$ cat src/hdl/qr_v4_data_module_placer_macros.svh
// Assertion macros shared by the QR version-4 data module placer.
// The macros expect signals named clk and rst in the module that uses them.
`ifndef QR_V4_DATA_MODULE_PLACER_MACROS_SVH
`define QR_V4_DATA_MODULE_PLACER_MACROS_SVH

// Condition must hold in the same cycle as the antecedent.
`define QR4P_ASSERT_NOW(label, ante, cons) \
  label: assert property (@(posedge clk) disable iff (rst) (ante) |-> (cons)) \
    else $error("qr4p: same-cycle check failed");

// Condition must hold in the cycle after the antecedent.
`define QR4P_ASSERT_NEXT(label, ante, cons) \
  label: assert property (@(posedge clk) disable iff (rst) (ante) |=> (cons)) \
    else $error("qr4p: next-cycle check failed");

`endif

$ cat src/hdl/qr4p_pkg.sv
// Shared types, constants and functions of the QR version-4 data module placer.
// Used by the controller, the datapath and the top level; depends on nothing.
package qr4p_pkg;

  // Symbol geometry.
  localparam int SIDE      = 33;
  localparam int POS_W     = 6;
  localparam int FINDER_SZ = 8;
  localparam int TIMING    = 6;
  localparam int ALIGN_LO  = SIDE - 9;
  localparam int ALIGN_HI  = SIDE - 5;
  localparam int PROD_W    = 2 * POS_W;

  // Configuration port.
  localparam int ADDR_W    = 3;
  localparam int DATA_W    = 32;
  localparam int MASK_W    = 3;
  localparam logic REG_MASK = 1'b0;

  // Standard data mask numbers.
  typedef enum logic [MASK_W-1:0] {
    MASK_CHECKER = 3'd0,
    MASK_ROWS    = 3'd1,
    MASK_COLS3   = 3'd2,
    MASK_DIAG3   = 3'd3,
    MASK_BLOCKS  = 3'd4,
    MASK_PROD    = 3'd5,
    MASK_PROD2   = 3'd6,
    MASK_MIXED   = 3'd7
  } mask_t;

  // Controller states.
  typedef enum logic [1:0] {
    ST_IDLE = 2'b01,
    ST_SKIP = 2'b10
  } state_t;

  // Placement cursor.
  typedef struct packed {
    logic [POS_W-1:0] pcol;
    logic             up;
    logic [POS_W-1:0] crow;
    logic             on_left;
  } cursor_t;

  // Cursor after one zigzag move.
  typedef struct packed {
    cursor_t cur;
    logic    ended;
  } step_t;

  // Commands from the controller to the datapath.
  typedef struct packed {
    logic accept;
    logic step;
  } ctrl_t;

  // Status from the datapath to the controller.
  typedef struct packed {
    logic done;
    logic overflow;
  } status_t;

  localparam cursor_t CURSOR_START = '{
    pcol: POS_W'(SIDE - 1), up: 1'b1, crow: POS_W'(SIDE - 1), on_left: 1'b0};

  // True for finders, separators, format area, timing, dark module, alignment.
  function automatic logic is_function(logic [POS_W-1:0] r, logic [POS_W-1:0] c);
    logic hit;
    hit = 1'b0;
    if (r <= POS_W'(FINDER_SZ) && c <= POS_W'(FINDER_SZ)) hit = 1'b1;
    if (r <= POS_W'(FINDER_SZ) && c >= POS_W'(SIDE - FINDER_SZ)) hit = 1'b1;
    if (r >= POS_W'(SIDE - FINDER_SZ) && c <= POS_W'(FINDER_SZ)) hit = 1'b1;
    if (r >= POS_W'(ALIGN_LO) && r <= POS_W'(ALIGN_HI) &&
        c >= POS_W'(ALIGN_LO) && c <= POS_W'(ALIGN_HI)) hit = 1'b1;
    if (r == POS_W'(TIMING) || c == POS_W'(TIMING)) hit = 1'b1;
    return hit;
  endfunction

  // Remainder by three: base-4 digits sum to the same residue.
  function automatic logic [1:0] mod3(logic [PROD_W-1:0] v);
    logic [4:0] s1;
    logic [2:0] s2;
    logic [2:0] s3;
    s1 = '0;
    for (int i = 0; i < PROD_W / 2; i++) begin
      s1 = s1 + 5'(v[2*i +: 2]);
    end
    s2 = 3'(s1[1:0]) + 3'(s1[3:2]) + 3'(s1[4]);
    s3 = 3'(s2[1:0]) + 3'(s2[2]);
    return (s3 >= 3'd3) ? 2'(s3 - 3'd3) : s3[1:0];
  endfunction

  // Standard mask condition at (r, c).
  function automatic logic mask_hit(logic [MASK_W-1:0] m, logic [POS_W-1:0] r,
                                    logic [POS_W-1:0] c);
    logic [PROD_W-1:0] p;
    logic [POS_W:0]    rc_sum;
    logic [PROD_W-1:0] c_mul;
    logic [POS_W:0]    q;
    logic [1:0]        p3;
    logic              hit;
    p      = PROD_W'(r) * PROD_W'(c);
    rc_sum = {1'b0, r} + {1'b0, c};
    // Division by three through the reciprocal 43/128, exact for six-bit values.
    c_mul  = PROD_W'(c) * PROD_W'(43);
    q      = (POS_W + 1)'(r >> 1) + (POS_W + 1)'(c_mul >> 7);
    p3     = mod3(p);
    case (mask_t'(m))
      MASK_CHECKER: hit = ~rc_sum[0];
      MASK_ROWS:    hit = ~r[0];
      MASK_COLS3:   hit = (mod3(PROD_W'(c)) == 2'd0);
      MASK_DIAG3:   hit = (mod3(PROD_W'(rc_sum)) == 2'd0);
      MASK_BLOCKS:  hit = ~q[0];
      MASK_PROD:    hit = ~p[0] && (p3 == 2'd0);
      MASK_PROD2:   hit = ~(p[0] ^ p3[0]);
      MASK_MIXED:   hit = ~(rc_sum[0] ^ p3[0]);
      default:      hit = 1'b0;
    endcase
    return hit;
  endfunction

  // One move along the two-column zigzag; column 6 is jumped over.
  function automatic step_t step_cursor(cursor_t c);
    step_t s;
    logic  at_edge;
    s.cur   = c;
    s.ended = 1'b0;
    if (!c.on_left) begin
      s.cur.on_left = 1'b1;
    end else begin
      s.cur.on_left = 1'b0;
      at_edge = c.up ? (c.crow == '0) : (c.crow >= POS_W'(SIDE - 1));
      if (at_edge) begin
        if (c.pcol <= POS_W'(1)) begin
          s.ended = 1'b1;
        end else begin
          s.cur.pcol = (c.pcol == POS_W'(FINDER_SZ)) ? POS_W'(TIMING - 1)
                                                      : c.pcol - POS_W'(2);
          s.cur.up   = ~c.up;
        end
      end else begin
        s.cur.crow = c.up ? c.crow - POS_W'(1) : c.crow + POS_W'(1);
      end
    end
    return s;
  endfunction

endpackage

$ cat src/hdl/qr_v4_data_module_placer.sv
// Top level of the QR version-4 data module placer: register port and wiring.
// Depends on qr4p_pkg, qr4p_ctrl and qr4p_datapath.
//
// Usage:
// The input channel (in_valid, in_stall, data_bit, first_of_symbol) takes one
// codeword bit per request; first_of_symbol restarts placement at the bottom
// right corner of a new 33 by 33 symbol. The output channel (out_valid,
// out_stall, row, column, dark, last, overflow) returns one result per request.
// The mask number is written through the register port at byte address 0.
// After a request is taken, the result becomes valid once the cursor has moved
// on past every function module that follows the placed position; the step unit
// moves the cursor one position per cycle while it skips. Over a full symbol the
// cursor walks 1056 positions for 807 bits.
// Bits past the final free module come back with overflow set and no skip.
// The result sits in an output register; the next request is taken in the
// cycle the result leaves, and in_stall stays high while a skip runs or the
// held result is stalled.
// Reset clears the cursor to the bottom right corner, empties the output and
// sets mask number 0.

module qr_v4_data_module_placer import qr4p_pkg::*; (
  input  logic              clk,
  input  logic              rst,
  input  logic              psel,
  input  logic              penable,
  input  logic              pwrite,
  input  logic [ADDR_W-1:0] paddr,
  input  logic [DATA_W-1:0] pwdata,
  output logic [DATA_W-1:0] prdata,
  output logic              pready,
  input  logic              in_valid,
  output logic              in_stall,
  input  logic              data_bit,
  input  logic              first_of_symbol,
  output logic              out_valid,
  input  logic              out_stall,
  output logic [POS_W-1:0]  row,
  output logic [POS_W-1:0]  column,
  output logic              dark,
  output logic              last,
  output logic              overflow
);

  logic [MASK_W-1:0] mask;
  logic              reg_write;
  ctrl_t             cmd;
  status_t           status;

  // Register port: no wait states; the word index sits above the byte offset.
  assign pready    = 1'b1;
  assign reg_write = psel && penable && pwrite && pready;

  always_ff @(posedge clk) begin
    if (rst) begin
      mask <= MASK_W'(MASK_CHECKER);
    end else if (reg_write && paddr[2] == REG_MASK) begin
      mask <= pwdata[MASK_W-1:0];
    end
  end

  // Read back.
  always_comb begin
    unique case (paddr[2])
      REG_MASK: prdata = DATA_W'(mask);
      default:  prdata = '0;
    endcase
  end

  qr4p_ctrl u_ctrl (
    .clk       (clk),
    .rst       (rst),
    .in_valid  (in_valid),
    .out_stall (out_stall),
    .status    (status),
    .cmd       (cmd),
    .in_stall  (in_stall),
    .out_valid (out_valid)
  );

  qr4p_datapath u_datapath (
    .clk             (clk),
    .rst             (rst),
    .cmd             (cmd),
    .mask            (mask),
    .data_bit        (data_bit),
    .first_of_symbol (first_of_symbol),
    .status          (status),
    .row             (row),
    .column          (column),
    .dark            (dark),
    .last            (last),
    .overflow        (overflow)
  );

endmodule

$ cat src/hdl/qr4p_ctrl.sv
// Controller of the QR version-4 data module placer: handshakes and skip sequencing.
// Depends on qr4p_pkg and the assertion macros header.
`include "qr_v4_data_module_placer_macros.svh"

module qr4p_ctrl import qr4p_pkg::*; (
  input  logic    clk,
  input  logic    rst,
  input  logic    in_valid,
  input  logic    out_stall,
  input  status_t status,
  output ctrl_t   cmd,
  output logic    in_stall,
  output logic    out_valid
);

  state_t state, state_next;
  logic   out_valid_next;
  logic   finish;

  // A request is taken when no skip is running and the result slot frees up.
  assign in_stall   = (state == ST_SKIP) || (out_valid && out_stall);
  assign cmd.accept = in_valid && !in_stall;
  assign cmd.step   = (state == ST_SKIP);

  // Next state and result-valid logic.
  always_comb begin
    state_next = state;
    finish     = 1'b0;
    unique case (state)
      ST_IDLE: begin
        if (cmd.accept) begin
          if (status.overflow || status.done) begin
            finish = 1'b1;
          end else begin
            state_next = ST_SKIP;
          end
        end
      end
      ST_SKIP: begin
        if (status.done) begin
          finish     = 1'b1;
          state_next = ST_IDLE;
        end
      end
      default: state_next = ST_IDLE;
    endcase
    out_valid_next = (out_valid && out_stall) || finish;
  end

  // State registers.
  always_ff @(posedge clk) begin
    if (rst) begin
      state     <= ST_IDLE;
      out_valid <= 1'b0;
    end else begin
      state     <= state_next;
      out_valid <= out_valid_next;
    end
  end

  `QR4P_ASSERT_NOW(a_skip_no_result, state == ST_SKIP, !out_valid)
  `QR4P_ASSERT_NOW(a_skip_blocks_input, state == ST_SKIP, in_stall)
  `QR4P_ASSERT_NEXT(a_skip_done_shows, state == ST_SKIP && status.done, out_valid)
  `QR4P_ASSERT_NEXT(a_overflow_shows, cmd.accept && status.overflow,
                    out_valid && state == ST_IDLE)

endmodule

$ cat src/hdl/qr4p_datapath.sv
// Datapath of the QR version-4 data module placer: cursor, step unit, mask, result.
// Depends on qr4p_pkg and the assertion macros header.
`include "qr_v4_data_module_placer_macros.svh"

module qr4p_datapath import qr4p_pkg::*; (
  input  logic              clk,
  input  logic              rst,
  input  ctrl_t             cmd,
  input  logic [MASK_W-1:0] mask,
  input  logic              data_bit,
  input  logic              first_of_symbol,
  output status_t           status,
  output logic [POS_W-1:0]  row,
  output logic [POS_W-1:0]  column,
  output logic              dark,
  output logic              last,
  output logic              overflow
);

  cursor_t          cur;
  logic             full;
  cursor_t          base_cur;
  logic             base_full;
  logic [POS_W-1:0] base_col;
  step_t            st;
  logic [POS_W-1:0] st_col;

  // A new symbol restarts the cursor before the request is placed.
  always_comb begin
    if (cmd.accept && first_of_symbol) begin
      base_cur  = CURSOR_START;
      base_full = 1'b0;
    end else begin
      base_cur  = cur;
      base_full = full;
    end
    base_col = base_cur.pcol - POS_W'(base_cur.on_left);
    st       = step_cursor(base_cur);
    st_col   = st.cur.pcol - POS_W'(st.cur.on_left);
  end

  // The move is finished on a free module or past the final one.
  assign status.overflow = base_full;
  assign status.done     = st.ended || !is_function(st.cur.crow, st_col);

  // Cursor state.
  always_ff @(posedge clk) begin
    if (rst) begin
      cur  <= CURSOR_START;
      full <= 1'b0;
    end else if (cmd.accept && base_full) begin
      cur  <= base_cur;
    end else if (cmd.accept || cmd.step) begin
      cur  <= st.cur;
      full <= st.ended;
    end
  end

  // Result register.
  always_ff @(posedge clk) begin
    if (cmd.accept) begin
      if (base_full) begin
        row      <= '0;
        column   <= '0;
        dark     <= 1'b0;
        last     <= 1'b0;
        overflow <= 1'b1;
      end else begin
        row      <= base_cur.crow;
        column   <= base_col;
        dark     <= data_bit ^ mask_hit(mask, base_cur.crow, base_col);
        last     <= st.ended;
        overflow <= 1'b0;
      end
    end else if (cmd.step && st.ended) begin
      last <= 1'b1;
    end
  end

  `QR4P_ASSERT_NOW(a_row_in_range, 1'b1, cur.crow <= POS_W'(SIDE - 1))
  `QR4P_ASSERT_NOW(a_col_in_range, 1'b1, cur.pcol <= POS_W'(SIDE - 1))
  `QR4P_ASSERT_NEXT(a_cursor_holds, !cmd.accept && !cmd.step, $stable(cur))
  `QR4P_ASSERT_NOW(a_no_step_when_full, cmd.step, !full)

endmodule
$ cat config.mk
export PLATFORM = sky130hd
export DESIGN_NAME = qr_v4_data_module_placer
export DESIGN_NICKNAME = d
export VERILOG_FILES = /design/src/hdl/qr4p_pkg.sv /design/src/hdl/qr_v4_data_module_placer.sv /design/src/hdl/qr4p_ctrl.sv /design/src/hdl/qr4p_datapath.sv
export VERILOG_INCLUDE_DIRS = /design/src /design/src/hdl
export SDC_FILE = /design/constraint.sdc
export NUM_CORES = 1
export LEC_CHECK = 0
export BUFFER_PORTS_ARGS = -buffer_cell sky130_fd_sc_hd__buf_4
export CORE_AREA = 2 2 103 105
export DETAILED_ROUTE_END_ITERATION = 7
export DIE_AREA = 0 0 105 107
export PLACE_DENSITY = 0.84
export SLEW_MARGIN = 20
export SYNTH_ARGS = -nofsm -noshare
export SYNTH_HDL_FRONTEND = slang
export SYNTH_SLANG_ARGS = --single-unit
export TNS_END_PERCENT = 5
$ cat constraint.sdc
create_clock -name clk -period 10.16 [get_ports clk]
set_input_delay 1.016 -clock clk [delete_from_list [all_inputs] [get_ports clk]]
set_output_delay 1.016 -clock clk [all_outputs]
set_load 0.02 [all_outputs]
Word-level counts from Yosys, hierarchy flattened
Cells that the tools add are included. W data, S select, Z words.

Bits in registers: 36. Bits of input ports: 44. Output and inout bits: 50. Logic and storage cells: 155.

Add/subtract/negate cells: 29. Multipliers: 2. $lt $le $gt $ge: 13. Eq/ne operators: 15. Mux-type cells: 39. Bitwise logic cells: 12. Reduce and logical (&&, ||, !) cells: 32.

Operators by type and width (number): $mux W14 (3); $add A5 B2 Y5 (6); $ge A6 B5 Y1 const B (4); $mux W1 (20); $add A2 B2 Y3 (6); $mux W6 (3); $logic_and A1 B1 Y1 (15); $mux W7 (2); $mux W13 (1); $eq A3 B3 Y1 const B (4); $eq A6 B3 Y1 const B (2); $le A6 B4 Y1 const B (2); $le A6 B5 Y1 const B (2); $mul A6 B6 Y12 (1); $mux W2 (6); $sub A6 B1 Y6 (2); $add A2 B1 Y3 (3); $add A3 B1 Y3 (3); $ge A3 B2 Y1 const B (3); $not A1 Y1 (9); $mul A6 B6 Y8 const B (1); $pmux W1 S8 (1); $add A6 B6 Y7 (1); $add A6 B1 Y6 const B (1); 26 further kinds (41).

Logic depth before layout (Yosys ltp)
Depth in word-level cells: 26. Gate-level depth with buffers: 48. Depth with buffers taken out: 47.

Cells and area by module
A second synthesis with hierarchy kept.

Cells, all modules: 647. Area total of the unflattened synthesis: 5456.5 µm².

Modules (own cells, without submodules): qr4p_datapath (times used 1, cells each 577, area each 4863.4 µm², sequential area each 750.7 µm²); qr_v4_data_module_placer (times used 1, cells each 49, area each 407.9 µm², sequential area each 60.1 µm²); qr4p_ctrl (times used 1, cells each 21, area each 185.2 µm², sequential area each 60.1 µm²).

Worst setup path before layout
No wires, ideal clock.

Kind: input -> register. Start: input out_stall. End: register u_datapath.dark (data pin). Setup time: 0.265 ns. Arrival time: 9.642 ns. Data required time: 9.895 ns. Setup slack: 0.252 ns. Cell stages on the path: 45. Path buffers: 1. Path through: a21oi_1 > nand3_1 > clkbuf_1 > and2_1 > inv_1 > ha_1 > nand2_1 > nor3_1 > a21oi_1 > o21a_1 > inv_1 > nand2_1 > fa_1 > fa_1 > inv_1 > fa_1 > ha_1 > nor2b_1 > (+9 left out) > inv_1 > fa_1 > xnor2_1 > fa_1 > inv_1 > fa_1 > ha_1 > inv_1 > fa_1 > nand2_1 > nor2_1 > a21oi_1 > o21ai_0 > o211ai_1 > o31a_1 > o221ai_1 > xnor2_1 > nor2_1.

Elaborated cells between the ends (all ways): 56. Those cells by class: add/sub: 25; mul: 2; order compare: 3; mux: 8; bitwise: 9; reduce/logical: 9.

RTL lines: start, declared (line qr_v4_data_module_placer.sv:36) `input logic out_stall,`; $logic_and A1 B1 Y1 (*) (line qr4p_ctrl.sv:21) `assign in_stall = (state == ST_SKIP) || (out_valid && out_stall);`; $logic_or A1 B1 Y1 (*) (line qr4p_ctrl.sv:21); $logic_not A1 Y1 (*) (line qr4p_ctrl.sv:22) `assign cmd.accept = in_valid && !in_stall;`; $logic_and A1 B1 Y1 (*) (line qr4p_ctrl.sv:22); $logic_and A1 B1 Y1 (*) (line qr4p_datapath.sv:30) `if (cmd.accept && first_of_symbol) begin`; $mux W14 (*) (line qr4p_datapath.sv:30); $sub A6 B1 Y6 (*) (line qr4p_datapath.sv:37) `base_col = base_cur.pcol - POS_W'(base_cur.on_left);`; named net u_datapath.base_col[5] (line qr4p_datapath.sv:24) `logic [POS_W-1:0] base_col;`; (+8 left out); $ge A3 B2 Y1 or $sub A2 B2 Y2 (tied branches) (line qr4p_pkg.sv:91) `return (s3 >= 3'd3) ? 2'(s3 - 3'd3) : s3[1:0];`; $mux W2 (line qr4p_pkg.sv:91); $logic_not A2 Y1 (tied with other cells) (line qr4p_pkg.sv:115) `MASK_PROD: hit = ~p[0] && (p3 == 2'd0);`; $logic_and A1 B1 Y1 (tied with other cells) (line qr4p_pkg.sv:115); $pmux W1 S8 (*) (line qr4p_pkg.sv:109) `case (mask_t'(m))`; $mux W1 (*) (line qr4p_datapath.sv:62) `if (base_full) begin`; $mux W1 (*) (line qr4p_datapath.sv:61) `if (cmd.accept) begin`; $xor A1 B1 Y1 (*) (line qr4p_datapath.sv:71) `dark <= data_bit ^ mask_hit(mask, base_cur.crow, base_col);`; end signal, assigned (line qr4p_datapath.sv:71); end, declared (line qr4p_datapath.sv:15) `output logic dark,`.

Mark *: on every way through the listed nets, which the timed path passes. The rest lies on a longest branch. The select of a mux whose other input is x is not followed. A chain may end at the register's enable or synchronous reset.

Final worst setup path
Start: input out_stall. End: register u_datapath.dark (data pin).

Word-level cells in the longest chain between the ends: 24. Elaborated cells between the ends (all ways): 56. Those cells by class: add/sub: 25; mul: 2; order compare: 3; mux: 8; bitwise: 9; reduce/logical: 9.

Ends and longest elaborated chain (line): $logic_and A1 B1 Y1 (*) (qr4p_ctrl.sv:21); $logic_or A1 B1 Y1 (*) (qr4p_ctrl.sv:21); $logic_not A1 Y1 (*) (qr4p_ctrl.sv:22); $logic_and A1 B1 Y1 (*) (qr4p_ctrl.sv:22); $logic_and A1 B1 Y1 (*) (qr4p_datapath.sv:30); $mux W14 (*) (qr4p_datapath.sv:30); $sub A6 B1 Y6 (*) (qr4p_datapath.sv:37); named net u_datapath.base_col[3] (qr4p_datapath.sv:24); (+9 left out); $ge A3 B2 Y1 or $sub A2 B2 Y2 (tied branches) (qr4p_pkg.sv:91); $mux W2 (qr4p_pkg.sv:91); $logic_not A2 Y1 (tied with other cells) (qr4p_pkg.sv:115); $logic_and A1 B1 Y1 (tied with other cells) (qr4p_pkg.sv:115); $pmux W1 S8 (*) (qr4p_pkg.sv:109); $mux W1 (*) (qr4p_datapath.sv:62); $mux W1 (*) (qr4p_datapath.sv:61); $xor A1 B1 Y1 (*) (qr4p_datapath.sv:71).

Marked as above.

==> results.sh <==
export IMPL_max_vdd_ir_drop_uv=426
export IMPL_initial_utilization_pct=51.2
export IMPL_cts_sinks=36
export IMPL_netlist_area_leader_share_pct=16.3
export IMPL_p_per_area_nw_per_um2=307
export IMPL_worst_slack_ns=0.530
export IMPL_cts_tree="yes"
export IMPL_antenna_found_initial=0
export IMPL_critPathCaptureType="flip-flop"
export IMPL_grt_ovfl_total=0
export IMPL_synth_edf_count=15
export IMPL_drt_total_wl_mm=11.8
export IMPL_dr_total_vias=4427
export IMPL_drc=0
export IMPL_internal_power_mw=0.878
export IMPL_clkTransAtPathRegs_ns=0.07
export IMPL_synth_seq_cells=36
export IMPL_final_cell_mix="98 x inv_1, 82 x nor2_1, 65 x ha_1"
export IMPL_max_cap_violations=0
export IMPL_grt_pass1_vias=4476
export IMPL_slowest_delay_ns=0.58
export IMPL_r2r_cells=45
export IMPL_synth_main_ff_cell="dfxtp_1"
export IMPL_p_sw_mw=0.887
export IMPL_final_common_cell="inv_1"
export IMPL_coreArea_um2=10100
export IMPL_place_area_um2=5570
export IMPL_drt_iter0_drc=460
export IMPL_hpwlAfterDp_mm=9.64
export IMPL_layout_drive_gt1_share_pct=11.3
export IMPL_nNetsFinal=817
export IMPL_power_leakage_nw=2.88
export IMPL_grt_usage_pct=22.0
export IMPL_die_h_um=107
export IMPL_dieArea_um2=11200
export IMPL_finalCriticalPeriod_ns=9.63
export IMPL_timing_rr_end="u_datapath.dark"
export IMPL_worst_pin_slew_ns=0.892
export IMPL_wl_per_cell_um=14.7
export IMPL_swShare_pct=50.3
export IMPL_ios=94
export IMPL_ys_warn_count=0
export IMPL_hp_class="reg -> reg"
export IMPL_final_antenna_net_count=0
export IMPL_p_seq_share_pct=11.1
export IMPL_crit_top_cell="fa_1"
export IMPL_cp_max_fo=8
export IMPL_crit_arrival_ns=9.67
export IMPL_synth_avg_cell_area_um2=8.34
export IMPL_port_buffers=32
export IMPL_cts_root_buffer="clkbuf_8"
export IMPL_synthToLayoutAreaGrowth_pct=11.2
export IMPL_cts_buffers=5
export IMPL_timing_critical_path_from="out_stall"
export IMPL_routabilityCongestion=0.924
export IMPL_fin_skew_ns=0.00648
export IMPL_drt_vias_per_instance=5.52
export IMPL_worst_setup_path_start_kind="input pin"
export IMPL_die_x_um=105
export IMPL_max_freq_mhz=104
export IMPL_clkPwrFrac_pct=7.5
export IMPL_grt_pass1_wl_mm=20.1
export IMPL_clockBufferDepth=2
export IMPL_n_fill_cell=840
export IMPL_criticalPathCategory="in -> reg"
export IMPL_yosysSeqAreaShare_pct=16.9
export IMPL_setup_viol=0
export IMPL_grt_max_degree=23
export IMPL_synth_async_reset_ratio_pct=0
export IMPL_outcome="finished, final reports clean"
export IMPL_critical_path_endpoint="u_datapath.dark"
export IMPL_r2r_start="u_ctrl.state[0]"
export IMPL_core_rowCount=37
export IMPL_cpMaxStageDelayCell="fa_1"
export IMPL_syn_instance_count=619
export IMPL_post_route_period_util_pct=94.8
export IMPL_rrSetupSlack_ns=0.62
export IMPL_synth_area_leaders="fa_1 16%, ha_1 16%, edfxtp_1 8.7%"
export IMPL_report_final_slew_viol_count=0
export IMPL_dr_pass1_iters=5
export IMPL_crit_required_ns=10.20
export IMPL_synth_area_um2=5160
export IMPL_stdcell_area_um2=5740
export IMPL_clkLatencyLatePin_ns=0.30
export IMPL_p_comb_share_pct=81.5
export IMPL_ys_types=60
export IMPL_place_ws_ns=-0.218
export IMPL_insertedDiodeCount=0
export IMPL_post_route_util_pct=56.9
export IMPL_timing_final_hold_violations=0
export IMPL_maxSlewHeadroom_pct=40.0
export IMPL_post_synth_top_area_cell="fa_1"
export IMPL_htreeDepth=2
what timing repair did:
action,in CTS,in global routing
resized for setup,0,10
setup buffers,0,0
endpoints found under the setup margin,0,1
hold buffers,0,0
endpoints found under the hold margin,0,0
worst max-delay path: cells and delay by family:
kind	cells	cell delay, ns
compound gates	12	1.74
xor+xnor	3	0.57
fa+ha+maj	13	4.85
buf+inv	8	0.64
simple gates	8	0.85
worst min path at each step:
stage                               start  slack (ns)  cells after the start         endpoint
final                     u_ctrl.state[1]        0.49                      2  u_ctrl.state[1]
after global routing      u_ctrl.state[1]        0.53                      2  u_ctrl.state[1]
after CTS                 u_ctrl.state[1]        0.50                      2  u_ctrl.state[1]
after detailed placement  u_ctrl.state[1]        0.49                      2  u_ctrl.state[1]
after global placement    u_ctrl.state[1]        0.48                      2  u_ctrl.state[1]
after floorplan           u_ctrl.state[1]        0.47                      2  u_ctrl.state[1]
power by group through the flow:
stage / Sequential [mW] / Clock, mW / Combinational (mW)
final: 0.195 / 0.132 / 1.44
after global routing: 0.199 / 0.139 / 1.64
after CTS: 0.194 / 0.133 / 1.38
after detailed placement: 0.197 / 0 / 1.37
after global placement: 0.196 / 0 / 1.28
after floorplan: 0.206 / 0 / 1.06
per-layer routing:
metal | up-vias | track usage [%] | wire length [um]
met3 | 39 | 3.77 | 935
met4 | 0 | 9.81 | 370
met5 | - | 0 | 0
met1 | 2060 | 26.3 | 4680
met2 | 222 | 38.8 | 5770
li1 | 2106 | - | -
state kept, by name, summed over array words and instances (netlist names):
signal / flops
mask: 3
u_ctrl.out_valid: 1
u_datapath.overflow: 1
u_datapath.row: 6
u_datapath.column: 6
u_datapath.dark: 1
u_ctrl.state: 2
u_datapath.full: 1
u_datapath.last: 1
u_datapath.cur: 14
synthesized netlist by cell type, drive strengths merged (3+ instances only):
cell type and number:
a31oi 9, o31ai 5, nand3 9, a21oi 28
a32o 3, nor2b 9, o211ai 7, nand4 4
a32oi 4, nand2 40, o21a 4, nor3 6
and2 4, fa 42, clkbuf 10, nor2 82
nand3b 4, ha 66, a211oi 4, xnor2 23
mux2i 7, a21o 8, buf 32, edfxtp 15
nand2b 8, nand4b 3, or3 4, dfxtp 21
xor2 9, inv 98, o21ai 16
layout make-up:
class / instances / area (um^2) / area share (%)
sequential: 36 / 871 / 15.2
clock inverter: 2 / 33.8 / 0.588
tap: 136 / 170 / 2.96
inverter: 98 / 368 / 6.41
clock buffer: 6 / 82.6 / 1.44
multi-input combinational: 471 / 3820 / 66.5
timing repair buffer: 53 / 398 / 6.93
through the flow:
stage / total power, mW / TNS [ns] / hold slack [ns] / cells
2_1_floorplan: 1.26 / 0 / 0.465 / 647
3_3_place_gp: 1.48 / -0.0218 / 0.479 / 794
3_5_place_dp: 1.57 / -0.218 / 0.491 / 794
4_1_cts: 1.71 / 0 / 0.500 / 802
5_1_grt: 1.97 / -0.0600 / 0.526 / 802
6_report: 1.76 / 0 / 0.495 / 802
cell families after synthesis:
kind of cell | synth area share [%]
and+or+nand+nor | 16.2
muxes | 1.79
adders and majority gates | 32.3
other | 0.145
DFF | 16.9
buffers and inverters | 12.4
AOI/OAI and AO/OA | 14.9
xor gates and xnor gates | 5.43
(Power assumes the default switching activity.)
